--- src/sv/deadline_ordered_timer_queue_assert.svh ---
// Assertion macros for the deadline ordered timer queue.
// Expects clk and arst_n in the scope of each use; no other dependencies.
`ifndef DEADLINE_ORDERED_TIMER_QUEUE_ASSERT_SVH
`define DEADLINE_ORDERED_TIMER_QUEUE_ASSERT_SVH
`ifndef ASSERT_OFF
`define DOTQ_ASSERT_IMP(lbl, ante, cons, msg) \
	lbl: assert property (@(posedge clk) disable iff (!arst_n) (ante) |-> (cons)) \
		else $error(msg);
`define DOTQ_ASSERT_NXT(lbl, ante, cons, msg) \
	lbl: assert property (@(posedge clk) disable iff (!arst_n) (ante) |=> (cons)) \
		else $error(msg);
`else
`define DOTQ_ASSERT_IMP(lbl, ante, cons, msg)
`define DOTQ_ASSERT_NXT(lbl, ante, cons, msg)
`endif
`endif

--- src/sv/dotq_pkg.sv ---
// Shared constants and command codes for the deadline ordered timer queue.
// No dependencies.
package dotq_pkg;
	localparam int ALARM_SLOTS_DEF = 16;
	localparam int MAX_RESULTS     = 16;
	localparam int MAX_RES_W       = $clog2(MAX_RESULTS + 1);
	localparam int FIRED_IDX_W     = $clog2(MAX_RESULTS);
	localparam int ID_W            = 4;
	localparam int TIME_W          = 63;
	localparam int CMD_W           = 3;

	localparam logic [CMD_W-1:0] CMD_ARM    = 3'd0;
	localparam logic [CMD_W-1:0] CMD_UPDATE = 3'd1;
	localparam logic [CMD_W-1:0] CMD_CANCEL = 3'd2;
	localparam logic [CMD_W-1:0] CMD_FIRE   = 3'd3;
	localparam logic [CMD_W-1:0] CMD_CLEAR  = 3'd4;
endpackage

--- src/sv/deadline_ordered_timer_queue.sv ---
// Deadline ordered timer queue: one command beat in, one or more result beats out.
// Arm and update walk the sorted order list: for each entry passed, a deadline RAM read,
// then the shared comparator. Update of an armed alarm first searches for it; cancel
// searches for the alarm and unlinks it. Fire pops expired alarms from the head, each
// with a read and a compare; clear drops every alarm. Result beats then leave at one per
// cycle while out_ready is high. The deadline RAM has a single read port; one comparator.
// Depends on dotq_pkg, dotq_ram and deadline_ordered_timer_queue_assert.svh.
`include "deadline_ordered_timer_queue_assert.svh"

module deadline_ordered_timer_queue import dotq_pkg::*; #(
	parameter int ALARM_SLOTS = ALARM_SLOTS_DEF
) (
	input  logic              clk,
	input  logic              arst_n,
	input  logic              in_valid,
	output logic              in_ready,
	input  logic [CMD_W-1:0]  command,
	input  logic [ID_W-1:0]   alarm_id,
	input  logic [TIME_W-1:0] time_us,
	output logic              out_valid,
	input  logic              out_ready,
	output logic              fired_valid,
	output logic [ID_W-1:0]   fired_alarm,
	output logic [TIME_W-1:0] next_deadline,
	output logic              last
);
	localparam int SLOT_W = (ALARM_SLOTS > 1) ? $clog2(ALARM_SLOTS) : 1;
	localparam int CNT_W  = $clog2(ALARM_SLOTS + 1);

	typedef enum logic [9:0] {
		S_IDLE     = 10'b0000000001,
		S_DECODE   = 10'b0000000010,
		S_UNLINK   = 10'b0000000100,
		S_SCAN_RD  = 10'b0000001000,
		S_SCAN_CMP = 10'b0000010000,
		S_FIRE_RD  = 10'b0000100000,
		S_FIRE_CMP = 10'b0001000000,
		S_HEAD_RD  = 10'b0010000000,
		S_HEAD_CMP = 10'b0100000000,
		S_EMIT     = 10'b1000000000
	} state_t;

	state_t                 state_q;
	logic [CMD_W-1:0]       cmd_q;
	logic [ID_W-1:0]        id_q;
	logic [TIME_W-1:0]      t_q;
	logic [CNT_W-1:0]       count_q;
	logic [CNT_W-1:0]       idx_q;
	logic [ALARM_SLOTS-1:0] armed_q;
	logic [ID_W-1:0]        order_q [ALARM_SLOTS];
	logic [ID_W-1:0]        fired_q [MAX_RESULTS];
	logic [MAX_RES_W-1:0]   nf_q;
	logic [MAX_RES_W-1:0]   k_q;
	logic                   out_valid_q;
	logic                   fired_valid_q;
	logic [ID_W-1:0]        fired_alarm_q;
	logic [TIME_W-1:0]      next_q;
	logic                   last_q;

	logic              id_ok;
	logic              id_armed;
	logic [ID_W-1:0]   ord_at_idx;
	logic [ID_W-1:0]   head_id;
	logic              rd_gt;
	logic              do_insert;
	logic [SLOT_W-1:0] ram_raddr;
	logic [TIME_W-1:0] rd_data;

	assign id_ok      = 32'(id_q) < ALARM_SLOTS;
	assign id_armed   = armed_q[SLOT_W'(id_q)];
	assign ord_at_idx = order_q[idx_q[SLOT_W-1:0]];
	assign head_id    = order_q[0];
	assign rd_gt      = rd_data > t_q;
	assign do_insert  = ((state_q == S_SCAN_RD) && (idx_q == count_q)) ||
		((state_q == S_SCAN_CMP) && rd_gt);

	always_comb begin
		if (state_q == S_SCAN_RD) begin
			ram_raddr = SLOT_W'(ord_at_idx);
		end else begin
			ram_raddr = SLOT_W'(head_id);
		end
	end

	dotq_ram #(
		.WIDTH (TIME_W),
		.DEPTH (ALARM_SLOTS)
	) u_deadline_ram (
		.clk     (clk),
		.wr_en   (do_insert),
		.wr_addr (SLOT_W'(id_q)),
		.wr_data (t_q),
		.rd_addr (ram_raddr),
		.rd_data (rd_data)
	);

	always_ff @(posedge clk or negedge arst_n) begin
		if (!arst_n) begin
			state_q     <= S_IDLE;
			count_q     <= '0;
			armed_q     <= '0;
			idx_q       <= '0;
			nf_q        <= '0;
			k_q         <= '0;
			out_valid_q <= 1'b0;
		end else begin
			unique case (state_q)
				S_IDLE: begin
					if (in_valid) begin
						cmd_q   <= command;
						id_q    <= alarm_id;
						t_q     <= time_us;
						idx_q   <= '0;
						nf_q    <= '0;
						state_q <= S_DECODE;
					end
				end
				S_DECODE: begin
					priority if (cmd_q == CMD_ARM) begin
						if (id_ok && !id_armed && (count_q < CNT_W'(ALARM_SLOTS))) begin
							state_q <= S_SCAN_RD;
						end else begin
							state_q <= S_HEAD_RD;
						end
					end else if (cmd_q == CMD_UPDATE) begin
						priority if (!id_ok) begin
							state_q <= S_HEAD_RD;
						end else if (id_armed) begin
							state_q <= S_UNLINK;
						end else if (count_q < CNT_W'(ALARM_SLOTS)) begin
							state_q <= S_SCAN_RD;
						end else begin
							state_q <= S_HEAD_RD;
						end
					end else if (cmd_q == CMD_CANCEL) begin
						state_q <= (id_ok && id_armed) ? S_UNLINK : S_HEAD_RD;
					end else if (cmd_q == CMD_FIRE) begin
						state_q <= (t_q != '0) ? S_FIRE_RD : S_HEAD_RD;
					end else if (cmd_q == CMD_CLEAR) begin
						armed_q <= '0;
						count_q <= '0;
						state_q <= S_HEAD_RD;
					end else begin
						state_q <= S_HEAD_RD;
					end
				end
				S_UNLINK: begin
					priority if (idx_q >= count_q) begin
						armed_q[SLOT_W'(id_q)] <= 1'b0;
						idx_q   <= '0;
						state_q <= (cmd_q == CMD_UPDATE) ? S_SCAN_RD : S_HEAD_RD;
					end else if (ord_at_idx == id_q) begin
						for (int j = 0; j < ALARM_SLOTS - 1; j++) begin
							if (CNT_W'(j) >= idx_q) begin
								order_q[j] <= order_q[j + 1];
							end
						end
						count_q <= count_q - CNT_W'(1);
						armed_q[SLOT_W'(id_q)] <= 1'b0;
						idx_q   <= '0;
						state_q <= (cmd_q == CMD_UPDATE) ? S_SCAN_RD : S_HEAD_RD;
					end else begin
						idx_q <= idx_q + CNT_W'(1);
					end
				end
				S_SCAN_RD, S_SCAN_CMP: begin
					if (do_insert) begin
						for (int j = 1; j < ALARM_SLOTS; j++) begin
							if (CNT_W'(j) > idx_q) begin
								order_q[j] <= order_q[j - 1];
							end
						end
						for (int j = 0; j < ALARM_SLOTS; j++) begin
							if (CNT_W'(j) == idx_q) begin
								order_q[j] <= id_q;
							end
						end
						armed_q[SLOT_W'(id_q)] <= 1'b1;
						count_q <= count_q + CNT_W'(1);
						state_q <= S_HEAD_RD;
					end else if (state_q == S_SCAN_RD) begin
						state_q <= S_SCAN_CMP;
					end else begin
						idx_q   <= idx_q + CNT_W'(1);
						state_q <= S_SCAN_RD;
					end
				end
				S_FIRE_RD: begin
					if ((count_q == '0) || (nf_q == MAX_RES_W'(MAX_RESULTS))) begin
						state_q <= S_HEAD_RD;
					end else begin
						state_q <= S_FIRE_CMP;
					end
				end
				S_FIRE_CMP: begin
					if (rd_gt) begin
						state_q <= S_HEAD_RD;
					end else begin
						for (int j = 0; j < ALARM_SLOTS - 1; j++) begin
							order_q[j] <= order_q[j + 1];
						end
						count_q <= count_q - CNT_W'(1);
						armed_q[SLOT_W'(head_id)] <= 1'b0;
						fired_q[nf_q[FIRED_IDX_W-1:0]] <= head_id;
						nf_q    <= nf_q + MAX_RES_W'(1);
						state_q <= S_FIRE_RD;
					end
				end
				S_HEAD_RD: begin
					state_q <= S_HEAD_CMP;
				end
				S_HEAD_CMP: begin
					next_q        <= (count_q != '0) ? rd_data : '0;
					fired_valid_q <= nf_q != '0;
					fired_alarm_q <= (nf_q != '0) ? fired_q[0] : '0;
					last_q        <= nf_q <= MAX_RES_W'(1);
					k_q           <= MAX_RES_W'(1);
					out_valid_q   <= 1'b1;
					state_q       <= S_EMIT;
				end
				S_EMIT: begin
					if (out_ready) begin
						if (last_q) begin
							out_valid_q <= 1'b0;
							state_q     <= S_IDLE;
						end else begin
							fired_alarm_q <= fired_q[k_q[FIRED_IDX_W-1:0]];
							last_q        <= (k_q + MAX_RES_W'(1)) == nf_q;
							k_q           <= k_q + MAX_RES_W'(1);
						end
					end
				end
				default: begin
					state_q <= S_IDLE;
				end
			endcase
		end
	end

	assign in_ready      = state_q == S_IDLE;
	assign out_valid     = out_valid_q;
	assign fired_valid   = fired_valid_q;
	assign fired_alarm   = fired_alarm_q;
	assign next_deadline = next_q;
	assign last          = last_q;

	`DOTQ_ASSERT_IMP(a_no_overlap, in_ready, !out_valid, "result beat pending while idle")
	`DOTQ_ASSERT_NXT(a_busy_after_in, in_valid && in_ready, !in_ready, "ready after accept")
	`DOTQ_ASSERT_IMP(a_empty_single, out_valid && !fired_valid, last, "empty result not last")
	`DOTQ_ASSERT_IMP(a_count_match, in_ready, 32'(count_q) == $countones(armed_q),
		"armed count disagrees with armed flags")
	`DOTQ_ASSERT_IMP(a_count_range, 1'b1, 32'(count_q) <= ALARM_SLOTS, "armed count overflow")
endmodule

--- src/sv/dotq_ram.sv ---
// Generic single write, single read RAM with registered read data.
// Depends on dotq_pkg for default sizes.
module dotq_ram import dotq_pkg::*; #(
	parameter int WIDTH = TIME_W,
	parameter int DEPTH = ALARM_SLOTS_DEF,
	localparam int AW = (DEPTH > 1) ? $clog2(DEPTH) : 1
) (
	input  logic             clk,
	input  logic             wr_en,
	input  logic [AW-1:0]    wr_addr,
	input  logic [WIDTH-1:0] wr_data,
	input  logic [AW-1:0]    rd_addr,
	output logic [WIDTH-1:0] rd_data
);
	logic [WIDTH-1:0] mem [DEPTH];

	always_ff @(posedge clk) begin
		if (wr_en) begin
			mem[wr_addr] <= wr_data;
		end
		rd_data <= mem[rd_addr];
	end
endmodule

--- config.mk ---
export PLATFORM = sky130hd
export DESIGN_NAME = deadline_ordered_timer_queue
export DESIGN_NICKNAME = d
export VERILOG_FILES = /design/src/sv/dotq_pkg.sv /design/src/sv/deadline_ordered_timer_queue.sv /design/src/sv/dotq_ram.sv
export VERILOG_INCLUDE_DIRS = /design/src /design/src/sv
export SDC_FILE = /design/constraint.sdc
export NUM_CORES = 2
export LEC_CHECK = 0
export ABC_CLOCK_PERIOD_IN_PS = 10100
export BUFFER_PORTS_ARGS = -buffer_cell sky130_fd_sc_hd__buf_2
export CORE_MARGIN = 10
export CORE_UTILIZATION = 40
export CTS_BUF_LIST = sky130_fd_sc_hd__clkbuf_4
export DETAILED_ROUTE_END_ITERATION = 8
export PLACE_DENSITY_LB_ADDON = 0.2
export SLEW_MARGIN = 0
export SYNTH_ARGS = -nofsm -noshare
export SYNTH_HDL_FRONTEND = slang
export SYNTH_SLANG_ARGS = --single-unit
--- constraint.sdc ---
create_clock -name clk -period 10.1 [get_ports clk]
set_clock_uncertainty 0.05 [all_clocks]
set_input_delay 1.01 -clock clk [delete_from_list [all_inputs] [get_ports clk]]
set_output_delay 1.01 -clock clk [all_outputs]
set_load 0.01 [all_outputs]
-- Yosys cells after proc, flatten, opt, wreduce, memory -nomap -nowiden
Memories as Yosys holds them, arrays and structs flattened. A register that Yosys moved wholly into a read port is not among the register bits.
Index checks and enable logic that the tools add are counted.
- $add $sub $neg: 5
- multiply operators: 0
- div/mod/pow operators: 0
- order comparisons: 38
- equality and inequality tests: 49
- shift operators: 0
- muxes and demuxes: 317
- bitwise logic cells: 50
- reduce and logical (&&, ||, !) cells: 77
- operator list (operator ; number):
    2-to-1 mux 1 bit ; 211
    2-to-1 mux 4 bit ; 49
    2-to-1 mux 16 bit ; 9
    2-to-1 mux 5 bit ; 18
    case mux 10 bit (9 select lines) ; 1
    2-to-1 mux 8 bit ; 11
    2-to-1 mux 10 bit ; 7
    case mux 16 bit (4 select lines) ; 1
    greater-than comparator 63 bit ; 1
    nonzero test 63 bit ; 1
    logical AND 1 bit ; 52
    OR 1 bit ; 45
    == test 4 x 5 -> 1 bit (first input constant) ; 8
    greater-than comparator 4 x 5 -> 1 bit (first input constant) ; 8
    >= comparator 4 x 5 -> 1 bit (first input constant) ; 7
    bitwise AND 16 bit ; 2
    inverter 16 bit ; 2
    inequality test 2 bit (second input constant) ; 15
    adder 5 x 1 -> 5 bit (second input constant) ; 4
    == test 3 x 5 -> 1 bit (first input constant) ; 4
    >= comparator 3 x 5 -> 1 bit (first input constant) ; 4
    greater-than comparator 3 x 5 -> 1 bit (first input constant) ; 4
    case mux 5 bit (2 select lines) ; 2
    case mux 5 bit (4 select lines) ; 1
    other kinds (49) ; 69
- register bits after elaboration: 186
- latch bits: 0
- RAM bits: 1136
- bits in read-only memories: 0
- output and inout port bits: 71
- word-level logic and storage cells: 553
- memories kept: 3
- memories (name ; depth ; width ; read ports ; clocked after memory_dff ; wr ports ; RTL line ; RTL):
    u_deadline_ram.mem ; 16 ; 63 ; 1 ; 1 ; 1 ; dotq_ram.sv:15 ; logic [WIDTH-1:0] mem [DEPTH];
    fired_q ; 16 ; 4 ; 2 ; 0 ; 1 ; deadline_ordered_timer_queue.sv:51 ; logic [ID_W-1:0] fired_q [MAX_RESULTS];
    order_q ; 16 ; 4 ; 17 ; 0 ; 16 ; deadline_ordered_timer_queue.sv:50 ; logic [ID_W-1:0] order_q [ALARM_SLOTS];

-- Logic depth before layout (Yosys ltp)
- depth after elaboration: 10
- mapped depth: 15
- mapped depth without buffers: 13

-- Modules after synthesis
A second synthesis with hierarchy kept.
- cells, all modules: 3073
- area, all modules: 56351.5 sq um
- by module, submodules not included (module ; times used ; cells an instance ; area an instance (sq um) ; sequential area each (sq um)):
    dotq_ram ; 1 ; 1622 ; 38989.9 ; 31530.2
    deadline_ordered_timer_queue ; 1 ; 1451 ; 17361.7 ; 9195.1

-- Worst setup path after synthesis
OpenSTA, ideal clock, no wires.
- path type: register -> register
- start: register idx_q[0]
- end: memory u_deadline_ram.mem[10][0] in the netlist's numbering (enable)
- library setup time: 0.561 ns
- arrival time: 7.164 ns
- data required time: 9.489 ns
- setup slack: 2.325 ns
- stages on the path, launching flop included: 14
- buffers on the path: 7
- period minus slack after synthesis: 7.775 ns
- path through: dfrtp_1 > buf_2 > buf_4 > buf_2 > clkbuf_1 > inv_1 > ha_1 > nand2_1 > nor3_2 > buf_2 > a21oi_1 > buf_2 > buf_2 > nor3_1
- word-level cells in the longest chain between the ends: 5
- ends and longest elaborated chain (item ; RTL line ; RTL):
    from (decl) ; deadline_ordered_timer_queue.sv:48 ; logic [CNT_W-1:0] idx_q;
    from (signal assigned) ; deadline_ordered_timer_queue.sv:163 ; idx_q <= idx_q + CNT_W'(1);
    from (signal assigned) ; deadline_ordered_timer_queue.sv:184 ; idx_q <= idx_q + CNT_W'(1);
    == test 5 bit ; deadline_ordered_timer_queue.sv:74 ; assign do_insert = ((state_q == S_SCAN_RD) && (idx_q == count_q)) ||
    logical AND 1 bit ; deadline_ordered_timer_queue.sv:74 ;
    logical OR 1 bit ; deadline_ordered_timer_queue.sv:74 ;
    2-to-1 mux 1 bit ; dotq_ram.sv:18 ; if (wr_en) begin
    2-to-1 mux 1 bit (not written as such) ; dotq_ram.sv:19 ; mem[wr_addr] <= wr_data;
    to (decl) ; dotq_ram.sv:15 ;
Every way passes these cells.

-- Final worst setup path
- start: register t_q[61]
- end: memory u_deadline_ram.mem[9][41] in the netlist's numbering (enable)
- word-level cells in the longest chain between the ends: 5
- ends and longest elaborated chain (item ; RTL line ; RTL):
    from (decl) ; deadline_ordered_timer_queue.sv:46 ; logic [TIME_W-1:0] t_q;
    from (signal assigned) ; deadline_ordered_timer_queue.sv:112 ; t_q <= time_us;
    greater-than comparator 63 bit ; deadline_ordered_timer_queue.sv:73 ; assign rd_gt = rd_data > t_q;
    logical AND 1 bit ; deadline_ordered_timer_queue.sv:75 ; ((state_q == S_SCAN_CMP) && rd_gt);
    logical OR 1 bit ; deadline_ordered_timer_queue.sv:74 ;
    2-to-1 mux 1 bit ; dotq_ram.sv:18 ;
    2-to-1 mux 1 bit (not written as such) ; dotq_ram.sv:19 ;
Every way passes these cells.

==> impl_metrics.json <==
{
  "area.growth.synth_to_final_pct": 14.5,
  "critical_path_required_ns": 10.89,
  "ir_drop_mv": 0.108,
  "crit_path_max_fanout": 34,
  "cp-start-kind": "register",
  "hp-class": "in -> async",
  "wl_per_cell_um": 22.9,
  "status": "completed",
  "grt_max_degree": 174,
  "cts_buffers": 379,
  "cts_max_path_buffers": 4,
  "maxSlewHeadroom_pct": 23.1,
  "drive_above_1_share_pct": 18.6,
  "cts_root_buffer": "clkbuf_4",
  "antenna_found_initial": 15,
  "postCtsSetupRepairBufs": 0,
  "synth_cell_types": 84,
  "grt_first_pass_wirelength_um": 240000,
  "clock_sinks": 1385,
  "async_flop_share_pct": 3.39,
  "ys.flop_type": "edfxtp_1",
  "clkLatencyLatePin_ns": 1.30,
  "maxCapViolCount": 0,
  "vias": 38100,
  "via_per_inst": 5.42,
  "worstSetupEndpointType": "register",
  "fmax_ghz": 0.173,
  "syn_inst": 4423,
  "power_density_nw_per_um2": 184,
  "worst_slack_ns": 4.32,
  "drc": 0,
  "dp_hpwl_um": 88000,
  "reg2reg_to": "u_deadline_ram.mem[9][41]",
  "synth_seq_cells": 1385,
  "synth_seq_area_share_pct": 70.8,
  "setup_viol": 0,
  "nNetsFinal": 4993,
  "dr.pass1.iters": 6,
  "initial_core_util_pct": 40.1,
  "arrival_ns": 6.57,
  "r2r_cells": 13,
  "rsz0062_at_grt": "no",
  "power.leakage_nw": 23.8,
  "reg2reg_slack_ns": 4.32,
  "worstMarginPinSlew_ns": 1.15,
  "cts.htree.levels": 5,
  "setup_tns_ns": 0,
  "die_x_um": 399,
  "die_area_sq_um": 159000,
  "synth_top_area_share_pct": 66.5,
  "synth_area_sq_um": 57500,
  "drt-initial-drc-count": 3270,
  "synth.area.top_cells": "edfxtp_1, nand2_1, a311oi_1",
  "dpl_worst_slack_ns": 4.27,
  "die_h_um": 399,
  "synth_edf_count": 1275,
  "slew_viol_final": 0,
  "wirelength_um": 161000,
  "gp_congestion": 0.829,
  "cts_tree": "done",
  "ant_nets": 0,
  "cts.clk_slew.worst_paths_ns": 0.07,
  "row_count": 139,
  "r2r_start": "t_q[61]",
  "final-hold-violation-count": 0,
  "min_period_ns": 5.78,
  "ios": 145,
  "syn_nets": 4577,
  "portBuffers": 144,
  "syn-mean-instance-area_sq_um": 13.0,
  "synth_top_area_cell": "edfxtp_1",
  "grt-ovfl-total": 0,
  "grt_pass1_vias": 37200,
  "ys_warn_count": 0,
  "core_sq_um": 143000,
  "period_share_pct": 57.2,
  "worstSetupPathType": "reg -> reg",
  "grt_usage_pct": 19.8
}
synth_stat cells, types with 7 or more instances:
cell,n
a311oi_1,190
o22ai_1,31
inv_1,93
nor3_1,53
and2_1,10
edfxtp_1,1275
nor2_1,99
nand3_1,283
o31ai_1,10
buf_1,16
o21ai_0,85
dfxtp_1,63
nand2_1,1111
a31oi_1,70
nor2b_1,77
mux2_4,8
mux2i_1,25
xnor2_1,7
nor4_1,23
dfrtp_1,46
nand2b_1,28
ha_1,79
a32oi_1,7
a21o_1,10
nand4_1,20
buf_2,45
mux4_2,37
mux2_2,42
and3_1,140
a21oi_1,115
clkbuf_1,206
a211o_1,7
state kept, by name, summed over array words and instances, names as in the netlist, 10 cells and up:
signal,cells
next_deadline,63
t_q,63
order_q,64
state_q,10
u_deadline_ram.mem,1008
armed_q,16
fired_q,64
u_deadline_ram.rd_data,63
logic make-up (layout without fill, tap and decap cells):
kind of cell,after synthesis,after routing,synth area share (%)
buffers and inverters,364,1060,2.48
other,0,5,0
AOI/OAI and AO/OA,589,589,7.20
muxes,113,113,2.94
DFF,1385,1385,70.8
and+or+nand+nor,1880,1880,14.7
adders and majority gates,80,80,1.75
xor gates and xnor gates,12,12,0.183
worst max-delay path, stage by stage (launching register included):
cell and delay [ns]:
edfxtp_1 0.78, inv_1 0.11, ha_1 0.38, nand4_2 0.17, or4_4 0.63, nor4_4 0.45, a21boi_4 0.31, nor2_4 0.08
nand2_1 0.15, a21oi_4 0.14, buf_4 0.27, nor3_2 0.58, buf_4 0.54, buf_4 0.66
report_power, final:
group          switching (W)  internal, W
clock network        0.00229      0.00261
logic               0.000422     0.000219
registers           0.000146      0.00642
total                0.00286      0.00925
placed cells by master, fill, tap and decap left out, types with 37 or more instances in the layout:
| cell | n |
|---|---|
| nor3_1 | 41 |
| o21ai_0 | 85 |
| clkbuf_4 | 569 |
| nor2_1 | 96 |
| dlygate4sd3_1 | 73 |
| a31oi_1 | 70 |
| buf_2 | 144 |
| inv_1 | 93 |
| dfrtp_1 | 46 |
| mux2_2 | 39 |
| a311oi_1 | 190 |
| clkinv_1 | 73 |
| dfxtp_1 | 63 |
| nand3_1 | 283 |
| and3_1 | 140 |
| a21oi_1 | 113 |
| mux4_2 | 37 |
| edfxtp_1 | 1275 |
| nand2_1 | 1111 |
| nor2b_1 | 73 |
| ha_1 | 79 |
| buf_4 | 82 |
timing repair:
item | CTS | global route
hold buffers | 73 | 0
setup endpoints to repair | 0 | 0
endpoints found under the hold margin | 102 | 0
resized for setup | 0 | 0
stage by stage:
| stage | cell area [sq um] | utilization (%) | hold slack, ns | power [W] | instances |
|---|---|---|---|---|---|
| 6_report | 65900 | 46.0 | 0.272 | 0.0121 | 7027 |
| 5_1_grt | 65900 | 46.0 | 0.241 | 0.0126 | 7025 |
| 4_1_cts | 65900 | 46.0 | 0.166 | 0.0122 | 7022 |
| 3_5_place_dp | 60500 | 42.2 | 0.445 | 0.00731 | 6288 |
| 3_3_place_gp | 60500 | 42.2 | 0.440 | 0.00730 | 6288 |
| 2_1_floorplan | 57500 | - | 0.422 | 0.00701 | 4423 |
final cells by class:
cell class,instances,area [sq um]
inverters,96,360
repair buffers,303,2150
well taps,1903,2380
fillers,13100,77400
multi-input cells,2674,15600
diodes,5,12.5
flip-flops and latches,1385,40700
clock inverters,92,418
clock buffers,569,4270
how the worst max path moves through the flow:
stage / from / to / slack [ns]
finish: t_q[61] / u_deadline_ram.mem[9][41] / 4.32
CTS: t_q[61] / u_deadline_ram.mem[9][49] / 4.21
global placement: t_q[61] / u_deadline_ram.mem[9][42] / 4.46
global route: t_q[62] / u_deadline_ram.mem[9][49] / 4.01
floorplan: idx_q[0] / u_deadline_ram.mem[10][0] / 2.33
detailed placement: t_q[61] / u_deadline_ram.mem[9][42] / 4.27
metal layers:
metal  track usage [%]  part of all wire [%]  vias up
met3              4.38                   7.3      236
met4              5.97                   2.0        4
li1                  -                     -    17500
met5                 0                 0.017        -
met1              27.0                    43    18800
met2              31.4                    47     1460
No activity file was read; power rests on OpenSTA's default activity.
